## src/design/i128a_pkg.sv

```systemverilog
// shared types, operation codes and constants of the 128-bit alu
package i128a_pkg;

  localparam int WORD_BITS = 128;
  localparam int HALF_BITS = WORD_BITS / 2;
  localparam int LIMB_BITS = 32;
  localparam int SHAMT_BITS = 7;
  localparam int CMD_BITS = 4;
  localparam int IN_BITS = 272;
  localparam int OUT_BITS = 128;
  // main stage at whose input the product joins the item
  localparam int MUL_JOIN = 3;
  localparam int LAST_STAGE = WORD_BITS + 1;

  typedef enum logic [CMD_BITS-1:0] {
    CMD_ADD = 4'd0,
    CMD_SUB = 4'd1,
    CMD_MUL = 4'd2,
    CMD_DIV = 4'd3,
    CMD_AND = 4'd4,
    CMD_OR  = 4'd5,
    CMD_XOR = 4'd6,
    CMD_NOT = 4'd7,
    CMD_SHL = 4'd8,
    CMD_SAR = 4'd9,
    CMD_ROL = 4'd10,
    CMD_ROR = 4'd11
  } cmd_t;

  typedef struct packed {
    logic [CMD_BITS-1:0]    cmd;
    logic                   neg;
    logic                   dz;
    logic [WORD_BITS-1:0]   res;
    logic [2*WORD_BITS-1:0] rq;
    logic [WORD_BITS-1:0]   den;
  } item_t;

endpackage

```

## src/design/i128a_div_step.sv

```systemverilog
// one registered step of the restoring divider
module i128a_div_step (
  input  logic             clk,
  input  logic             en,
  input  i128a_pkg::item_t din,
  output i128a_pkg::item_t dout
);
  import i128a_pkg::*;

  item_t nxt;
  logic [WORD_BITS:0] trial;
  logic [WORD_BITS:0] diff;

  always_comb begin
    nxt = din;
    trial = din.rq[2*WORD_BITS-1:WORD_BITS-1];
    diff = trial - {1'b0, din.den};
    nxt.rq = {din.rq[2*WORD_BITS-2:0], 1'b0};
    if (!diff[WORD_BITS]) begin
      nxt.rq[2*WORD_BITS-1:WORD_BITS] = diff[WORD_BITS-1:0];
      nxt.rq[0] = 1'b1;
    end
  end

  always_ff @(posedge clk) begin
    if (en) begin
      dout <= nxt;
    end
  end

endmodule

```

## config.mk

```make
export PLATFORM = sky130hd
export DESIGN_NAME = i128a_div_step
export DESIGN_NICKNAME = d
export VERILOG_FILES = /design/src/design/i128a_pkg.sv /design/src/design/i128a_div_step.sv
export SDC_FILE = /design/constraint.sdc
export NUM_CORES = 1
export LEC_CHECK = 0
export ABC_AREA = 1
export BUFFER_PORTS_ARGS = -buffer_cell sky130_fd_sc_hd__clkbuf_2
export CORE_AREA = 3 3 399 401
export DETAILED_ROUTE_END_ITERATION = 12
export DIE_AREA = 0 0 402 404
export GPL_TIMING_DRIVEN = 0
export PLACE_DENSITY = 0.46
export SLEW_MARGIN = 10
export SYNTH_ARGS = -nofsm -noshare
export SYNTH_HDL_FRONTEND = slang
export SYNTH_SLANG_ARGS = --single-unit
```

## constraint.sdc

```tcl
create_clock -name clk -period 5.25 [get_ports clk]
set_input_delay 1.05 -clock clk [delete_from_list [all_inputs] [get_ports clk]]
set_output_delay 1.05 -clock clk [all_outputs]
set_load 0.005 [all_outputs]
```

==> impl_results.rst, run 1 <==
.. list-table::
   :header-rows: 1

   * - Metric
     - Value
   * - Result of the run
     - completed
   * - Final Max Slew Viols
     - 0
   * - Area Growth Syn to Fin
     - 31.8%
   * - Overall global routing resource usage
     - approximately a quarter
   * - Core Rows
     - approximately 150
   * - Final hold vios
     - 0
   * - Average cell area after synthesis
     - 7.47 sq um
   * - Total iterations of the first detailed-routing run
     - 7
   * - Number of cells upsized or downsized after cts
     - 0
   * - Arrival time of data at the critical path endpoint
     - ~4.8 ns
   * - Number of synthesized register bits
     - 518
   * - Worst min path class
     - in -> reg
   * - Setup-violating endpoint count in the final report
     - 0
   * - Via count of the first global-routing pass
     - just over 30000
   * - Via count of the routed design
     - roughly 31000
   * - Total clock buffers created by CTS
     - 69
   * - Core area
     - between 150000 and 200000 sq um
   * - Total length of routed wires
     - a little over 200000 microns
   * - Share of the yosys chip area belonging to registers
     - 48.7%
   * - Die area
     - 162000 sq um
   * - Net count of the mapped netlist
     - roughly 5000
   * - Minimum hold slack
     - approximately 0.54 ns
   * - Final nets
     - 6037
   * - Number of I/O port buffers
     - between 1000 and 1500
   * - Post-route ant nets
     - 0
   * - Placed instance area
     - between 30000 and 40000 sq um
   * - Global-route wire length before repair
     - 266000 microns
   * - Detailed-route DRC error count
     - 0
   * - Root buffer cell
     - clkbuf_16
   * - Maximum clock path buffer count
     - 3
   * - Top flop regs
     - dout x518
   * - Cell count after synthesis
     - ~4300
   * - Area occupied by registers
     - ~16000 sq um
   * - Post-detailed-route via-to-cell ratio
     - between 4 and 5
   * - Pin slew with the least headroom to its limit
     - just over 0.8 ns
   * - Footprint of the multi-input gates
     - between 10000 and 15000 sq um
   * - Highest clock frequency the design can meet
     - 235 MHz
   * - Part of the cycle the worst path needs
     - 80.9%
   * - Synth unique cells
     - 28
   * - Pin count of the biggest net entering global routing
     - around 90
   * - Mapped cell area
     - about 32000 sq um
   * - GR Overflow Total
     - 0
   * - Height of the chip
     - 404 microns
   * - Routability Congestion
     - about 0.95
   * - Total Negative Setup Slacks
     - 0 ns
   * - Initial drt markers
     - about 2200
   * - Relative slew slack
     - a little under half
   * - Ports placed on the boundary
     - between 1000 and 1500
   * - Element type at the critical path end
     - flip-flop
   * - Hold-fix buffer count after cts
     - 0
   * - Lkg Pwr
     - 22.8 nW
   * - Clock tree from TritonCTS
     - done
   * - Register with the highest flop count
     - dout
   * - Worst Path Class, Setup
     - in -> reg
   * - Max Cap Violations
     - 0
   * - Clock Sink Count
     - 518
   * - Initial antenna violation count
     - a little under 60
   * - Element type at the critical path start
     - input port
   * - Top fanout value on the critical path
     - 10
   * - Placed wire-length estimate
     - about 180000 microns
   * - RSZ-0062 raised after global routing
     - no
   * - Initial core utilization
     - just over 20%
   * - Proportion of layout cells with a drive suffix above 1
     - 21.9%
   * - Horizontal die dimension
     - 402 microns
   * - Power density relative to cell area
     - around 310 nW/um^2
   * - Flip-flop count of the largest register, all copies and words added
     - 518
   * - Worst IR drop on VDD
     - about 0.20 mV
   * - Clock edge transition at the registers on the reported setup and hold paths
     - approximately 0.06 ns
   * - Final period demand of the worst path
     - 4.25 ns
   * - Total number of H-tree levels
     - 3
   * - Number of warnings issued by yosys
     - 0
   * - Cell area after layout
     - about 42000 sq um
   * - Routed len/inst
     - approximately 27 microns
   * - Buffers inserted by post-CTS timing repair
     - 0
   * - Fillcell total
     - 17600
   * - Worst endpoint required time
     - ~5.8 ns
[where the power goes]
group	internal, W	switching [W]
registers	0.00504	0.000130
clock network	0.00259	0.00208
logic	0.00100	0.00232
[metrics by stage]
step / util [%] / total power, W / setup WS (ns) / cells
3_5_place_dp: 25.5 / 0.00863 / 0.340 / 7375
5_1_grt: 26.9 / 0.0138 / 0.930 / 7499
4_1_cts: 26.9 / 0.0134 / 1.10 / 7497
6_report: 27.0 / 0.0132 / 1.00 / 7510
3_3_place_gp: 25.4 / 0.00872 / -6.86 / 7369
2_1_floorplan: - / 0.00667 / 1.99 / 4274
[path summary, 6_finish.rpt]
kind,start,end,cells past startpoint
max,din[94],dout[351],17
min,din[208],dout[209],1
[cells by family after synthesis]
group,synth area share (%)
adders and majority gates,5.08
buffers and inverters,12.3
DFF,48.7
and+or+nand+nor,30.0
AOI/OAI and AO/OA,2.19
xor gates and xnor gates,1.73
[cell usage in the layout, fill, tap and decap left out, types with 3 or more instances in the layout]
cell type   instances
diode_2            13
ha_1              128
nor2_1            283
clkbuf_2         1036
buf_6              20
clkbuf_16          70
clkinv_16           3
and2_1             10
a21oi_1           112
inv_1             967
nand4_1            33
nand2_2            11
clkbuf_1           14
buf_16              6
o21bai_1           12
nand3b_1            3
nand2_1          1915
clkinv_2            8
edfxtp_1          518
nand3_1           135
nor2_2              7
nor3_1             32
o21ai_0             8
buf_4               6
clkinv_1           14
clkinvlp_4          3
xor2_1             62
[metal layers]
| metal | GRT usage (%) | wire length (microns) | up-vias |
|---|---|---|---|
| met2 | 45.8 | 107000 | 1042 |
| met1 | 26.9 | 78000 | 14900 |
| met4 | 7.45 | 6390 | 28 |
| met3 | 5.58 | 13200 | 230 |
| li1 | - | - | 15200 |
| met5 | 0 | 184 | - |
[synth_stat cells]
cell type	number	area share, %
nand2_1	1915	23
inv_1	967	11
edfxtp_1	518	49
nor2_1	283	3.3
nand3_1	135	2.1
ha_1	128	5.0
a21oi_1	112	1.8
xor2_1	62	1.7
nand4_1	33	0.65
nor3_1	32	0.50
buf_6	20	0.71
o21bai_1	12	0.28
nand2_2	11	0.22
and2_1	10	0.20
o21ai_0	8	0.13
nor2_2	7	0.14
buf_4	6	0.14
nand3b_1	3	0.071
nor2_4	2	0.071
nor3_4	2	0.10
a21o_1	1	0.024
buf_12	1	0.063
buf_2	1	0.016
clkinv_1	1	0.012
fa_1	1	0.063
nand3_2	1	0.031
or2_1	1	0.020
xnor2_1	1	0.027
[final cells by class]
| cell class | count | share of cell area (%) |
|---|---|---|
| Multi-Input combinational cell | 2760 | 29.6 |
| Antenna cell | 13 | 0.0773 |
| Clock inverter | 38 | 0.892 |
| Clock buffer | 84 | 4.29 |
| Inverter | 968 | 8.64 |
| Timing Repair Buffer | 1043 | 12.8 |
| Sequential cell | 518 | 37.0 |
| Tap cell | 2058 | 6.12 |
| Buffer | 28 | 0.702 |
[critical path, stage by stage]
cell and delay (ns):
clkbuf_2 0.11, inv_1 0.05, ha_1 0.56, nand2_1 0.21, nor2_1 0.54, nand2_1 0.28, nor2_1 0.28, nand2_1 0.24
nor2_1 0.18, nand2_2 0.11, nand2_2 0.09, nand2_1 0.06, nand2_2 0.10, buf_12 0.23, buf_6 0.23, nand2_1 0.27
nand2_1 0.13
Power figures use the tool's default switching activity.
==> run 2: changes to the inputs <==
--- a/config.mk
+++ b/config.mk
@@ -5,13 +5,13 @@
 export SDC_FILE = /design/constraint.sdc
 export NUM_CORES = 1
 export LEC_CHECK = 0
-export ABC_AREA = 1
+export ABC_AREA = 0
 export BUFFER_PORTS_ARGS = -buffer_cell sky130_fd_sc_hd__clkbuf_2
-export CORE_AREA = 3 3 399 401
+export CORE_AREA = 3 3 407 409
 export DETAILED_ROUTE_END_ITERATION = 12
-export DIE_AREA = 0 0 402 404
+export DIE_AREA = 0 0 410 412
 export GPL_TIMING_DRIVEN = 0
-export PLACE_DENSITY = 0.46
+export PLACE_DENSITY = 0.41
 export SLEW_MARGIN = 10
 export SYNTH_ARGS = -nofsm -noshare
 export SYNTH_HDL_FRONTEND = slang
==> constraint.sdc (replaced) <==
create_clock -name clk -period 4.18 [get_ports clk]
set_input_delay 0.836 -clock clk [delete_from_list [all_inputs] [get_ports clk]]
set_output_delay 0.836 -clock clk [all_outputs]
set_load 0.005 [all_outputs]
==> impl_results.rst, run 2 <==
.. list-table::
   :header-rows: 1

   * - Metric
     - Value
   * - Result of the run
     - completed
   * - Global-route wire length before repair
     - 201000 microns (-25%)
   * - Biggest area contributors in the synthesized netlist
     - edfxtp_1 59%, ha_1 6.1%, a21oi_1 4.2%
   * - Top flop regs
     - dout x518
   * - Met1 Resource Use GR
     - 17.9% (-9.1 points)
   * - Cell count after synthesis
     - 2367 (-45%)
   * - Delay contributed by the slowest stage of the critical path
     - 0.39 ns (-0.17 ns)
   * - Total length of routed wires
     - 153000 microns (-25%)
   * - Core area
     - 162000 sq um (+4.1%)
   * - Horizontal die dimension
     - 410 microns (+2.0%)
   * - Die area
     - 169000 sq um (+4.0%)
   * - Total clock buffers created by CTS
     - 68 (-1.4%)
   * - Routed len/inst
     - 26.7 microns (-2.1%)
   * - Via count of the routed design
     - 23800 (-24%)
   * - Root buffer cell
     - clkbuf_16
   * - Top cell types by occurrence after synthesis
     - 518 x edfxtp_1, 294 x nand2_1, 221 x a21oi_1
   * - Clock tree from TritonCTS
     - done
   * - Synth unique cells
     - 72 (+160%)
   * - Power share of the clock group
     - 36.4% (+0.9 points)
   * - Maximum clock path buffer count
     - 3 (unchanged)
   * - Part of the cycle the worst path needs
     - slightly below 100%
   * - Max Cap Violations
     - 0 (unchanged)
   * - Relative slew slack
     - 23.5% (-22 points)
   * - Pin count of the biggest net entering global routing
     - 77 (-16%)
   * - Most frequent standard cell in the layout excluding fill and tap cells
     - clkbuf_2
   * - Element type at the critical path end
     - flip-flop
   * - Total number of H-tree levels
     - 3 (unchanged)
   * - Clock Sink Count
     - 518 (unchanged)
   * - Share of the yosys chip area belonging to registers
     - 59.0% (+10 points)
   * - Routability Congestion
     - 0.876 (-7.6%)
   * - Final period demand of the worst path
     - about 4.2 ns
   * - Async SR Flop Fraction
     - 0% (unchanged)
   * - Post-detailed-route via-to-cell ratio
     - 4.16 (-0.54%)
   * - Clock edge transition at the registers on the reported setup and hold paths
     - 0.06 ns (about the same)
   * - Placed wire-length estimate
     - 130000 microns (-28%)
   * - Number of warnings issued by yosys
     - 0 (unchanged)
   * - Proportion of layout cells with a drive suffix above 1
     - 37.6% (+16 points)
   * - Mapped cell area
     - 26400 sq um (-17%)
   * - Post-placement cell count
     - 5587 (-24%)
   * - Predominant post-synthesis flop cell
     - edfxtp_1
   * - Worst Path Class, Setup
     - in -> reg
   * - Setup slack of the critical path after layout
     - 0.0244 ns (-0.977 ns)
   * - Initial antenna violation count
     - 45 (-24%)
   * - Pin slew with the least headroom to its limit
     - 1.14 ns (+0.317 ns)
   * - Ports placed on the boundary
     - 1038 (unchanged)
   * - Post-route ant nets
     - 0 (unchanged)
   * - Core Rows
     - 148 (+2.1%)
   * - Lkg Pwr
     - 15.8 nW (-31%)
   * - Synth top area share
     - 59.0% (+10 points)
   * - Number of I/O port buffers
     - 1037 (unchanged)
   * - Slowest cell on the critical path
     - or2_2
   * - Series of cell instances along the critical path
     - clkbuf_2, inv_1, ha_1, clkbuf_1, nand4_1, or2_2, a211oi_2, o21ai_0, o41ai_4, buf_4, a21oi_4, buf_12, o31ai_4, a31oi_1, mux2i_1, o311ai_2
   * - Power density relative to cell area
     - 421 nW/um^2 (+35%)
   * - Detailed-route DRC error count
     - 0 (unchanged)
   * - Hold-fix buffer count after cts
     - 0 (unchanged)
   * - Flip-flop count of the largest register, all copies and words added
     - 518 (unchanged)
   * - Number of flops mapped to enable cells by yosys
     - 518 (unchanged)
   * - Worst min path class
     - in -> reg
   * - Highest clock frequency the design can meet
     - 241 MHz
   * - Final Max Slew Viols
     - 0 (unchanged)
   * - Final hold vios
     - 0 (unchanged)
   * - Setup-violating endpoint count in the final report
     - 0 (unchanged)
   * - Combinational cell fraction of total power
     - 22.7% (-2.6 points)
   * - Layer carrying the most global-route usage
     - met2
   * - Part of the total power dissipated in sequential elements
     - 40.9% (+1.7 points)
   * - Register with the highest flop count
     - dout
   * - Cell taking the most area after synthesis
     - edfxtp_1
   * - Overall global routing resource usage
     - 17.3% (-7.0 points)
   * - Psw
     - 0.00498 W (+9.7%)
   * - Sw Ratio
     - 31.3% (-3.1 points)
   * - GR Overflow Total
     - 0 (unchanged)
   * - Initial core utilization
     - 16.2% (-4.2 points)
   * - Area Growth Syn to Fin
     - 42.8%
   * - Internal power contribution
     - 0.0109 W (+26%)
   * - Top fanout value on the critical path
     - 6 (-4)
   * - Dominant cell by count in the synthesized netlist
     - edfxtp_1
   * - Met3 Use GR
     - 5.79% (+0.21 points)
   * - Setup Slack @ Placement
     - -2.78 ns (-3.12 ns)
   * - Final nets
     - 4142 (-31%)
   * - Arrival time of data at the critical path endpoint
     - 4.55 ns (-0.24 ns)
   * - Average cell area after synthesis
     - 11.1 sq um (+49%)
   * - RSZ-0062 raised after global routing
     - yes
   * - Leading cell types in the layout, fill and taps excluded
     - 1041 x clkbuf_2, 518 x edfxtp_1, 290 x nand2_1, 204 x a21oi_1, 161 x inv_1
   * - Via count of the first global-routing pass
     - 24000 (-23%)
   * - Met2 GRT Util
     - 32.6% (-13 points)
   * - Element type at the critical path start
     - input port
   * - Worst IR drop on VDD
     - 0.296 mV (+48%)
   * - Initial drt markers
     - 1478 (-34%)
   * - Height of the chip
     - 412 microns (+2.0%)
   * - Total iterations of the first detailed-routing run
     - 5 (-2)
   * - Worst endpoint required time
     - 4.58 ns (-1.21 ns)
   * - Net count of the mapped netlist
     - 3016 (-39%)
   * - Final instance count without filler cells
     - 5728 (-24%)
   * - Number of synthesized register bits
     - 518 (unchanged)
## run 2: cell types whose count changed after synthesis, moves of 29 or more
cell	change
nand3_1	-103
inv_1	-805
o21ai_0	+152
a21oi_1	+109
o21ai_1	+89
nand4_1	+34
nor2_1	-150
o21bai_1	+29
a21o_1	+62
nand2_1	-1621
clkbuf_1	+70
xnor2_1	+67
## run 2: area by class of cell
cell class | count | area (sq um)
plain buffers | 71 | 432
inverters | 163 | 619
well taps | 2175 | 2720
flip-flops and latches | 518 | 15600
repair buffers | 1081 | 5740
clock buffers | 87 | 1790
fillers | 17800 | 125000
multi-input cells | 1590 | 10500
diodes | 12 | 30.0
clock inverters | 31 | 308
## run 2: routing by layer
metal | part of all wire [%] | vias to the layer above
li1 | - | 11000
met1 | 36 | 11600
met2 | 53 | 956
met3 | 7.9 | 201
met4 | 3.3 | 44
met5 | 0.18 | -
## run 2: logic make-up after synthesis
kind of cell / synth area share, %
buffers and inverters: 4.02
multiplexers: 0.119
flip-flops: 59.0
XOR/XNOR: 3.82
adder cells (fa/ha/maj): 6.15
AND/OR/NAND/NOR: 11.0
AO/OA/AOI/OAI: 15.9
## run 2: worst paths after layout
check	from	endpoint	slack (ns)	cells past startpoint
worst min-delay path	din[217]	dout[218]	0.32	1
worst max-delay path	din[32]	dout[380]	0.02	16
## run 2: worst max-delay path, delay by kind of cell
family | cells | cell delay, ns
compound gates | 7 | 1.66
simple gates | 2 | 0.68
fa+ha+maj | 1 | 0.27
buf+inv | 5 | 0.83
mux | 1 | 0.27
## run 2: timing repair
item                                    CTS  global route
cloned                                    1             0
endpoints found under the setup margin  129           127
gates resized for setup                 120            64
pin swaps                                22            13
setup buffers                            29             6
## run 2: metrics by stage
step / util, % / setup TNS, ns / hold WS, ns / power [W] / instance area, sq um
final: 23.2 / 0 / 0.319 / 0.0159 / 37700
after floorplan: - / 0 / 0.935 / 0.00807 / 26400
after CTS: 23.1 / -0.0158 / 0.233 / 0.0162 / 37400
after global routing: 23.2 / -0.376 / 0.261 / 0.0167 / 37600
after detailed placement: 21.3 / -323.70 / 1.01 / 0.0101 / 34500
after global placement: 21.1 / -4279.94 / 1.01 / 0.0102 / 34300
## run 2: power groups by stage
stage               Sequential, W  Clock, W  Combinational, W
floorplan                 0.00665         0           0.00142
global placement          0.00672         0           0.00346
detailed placement        0.00660         0           0.00347
CTS                       0.00650   0.00604           0.00364
global route              0.00654   0.00621           0.00391
finish                    0.00650   0.00578           0.00360
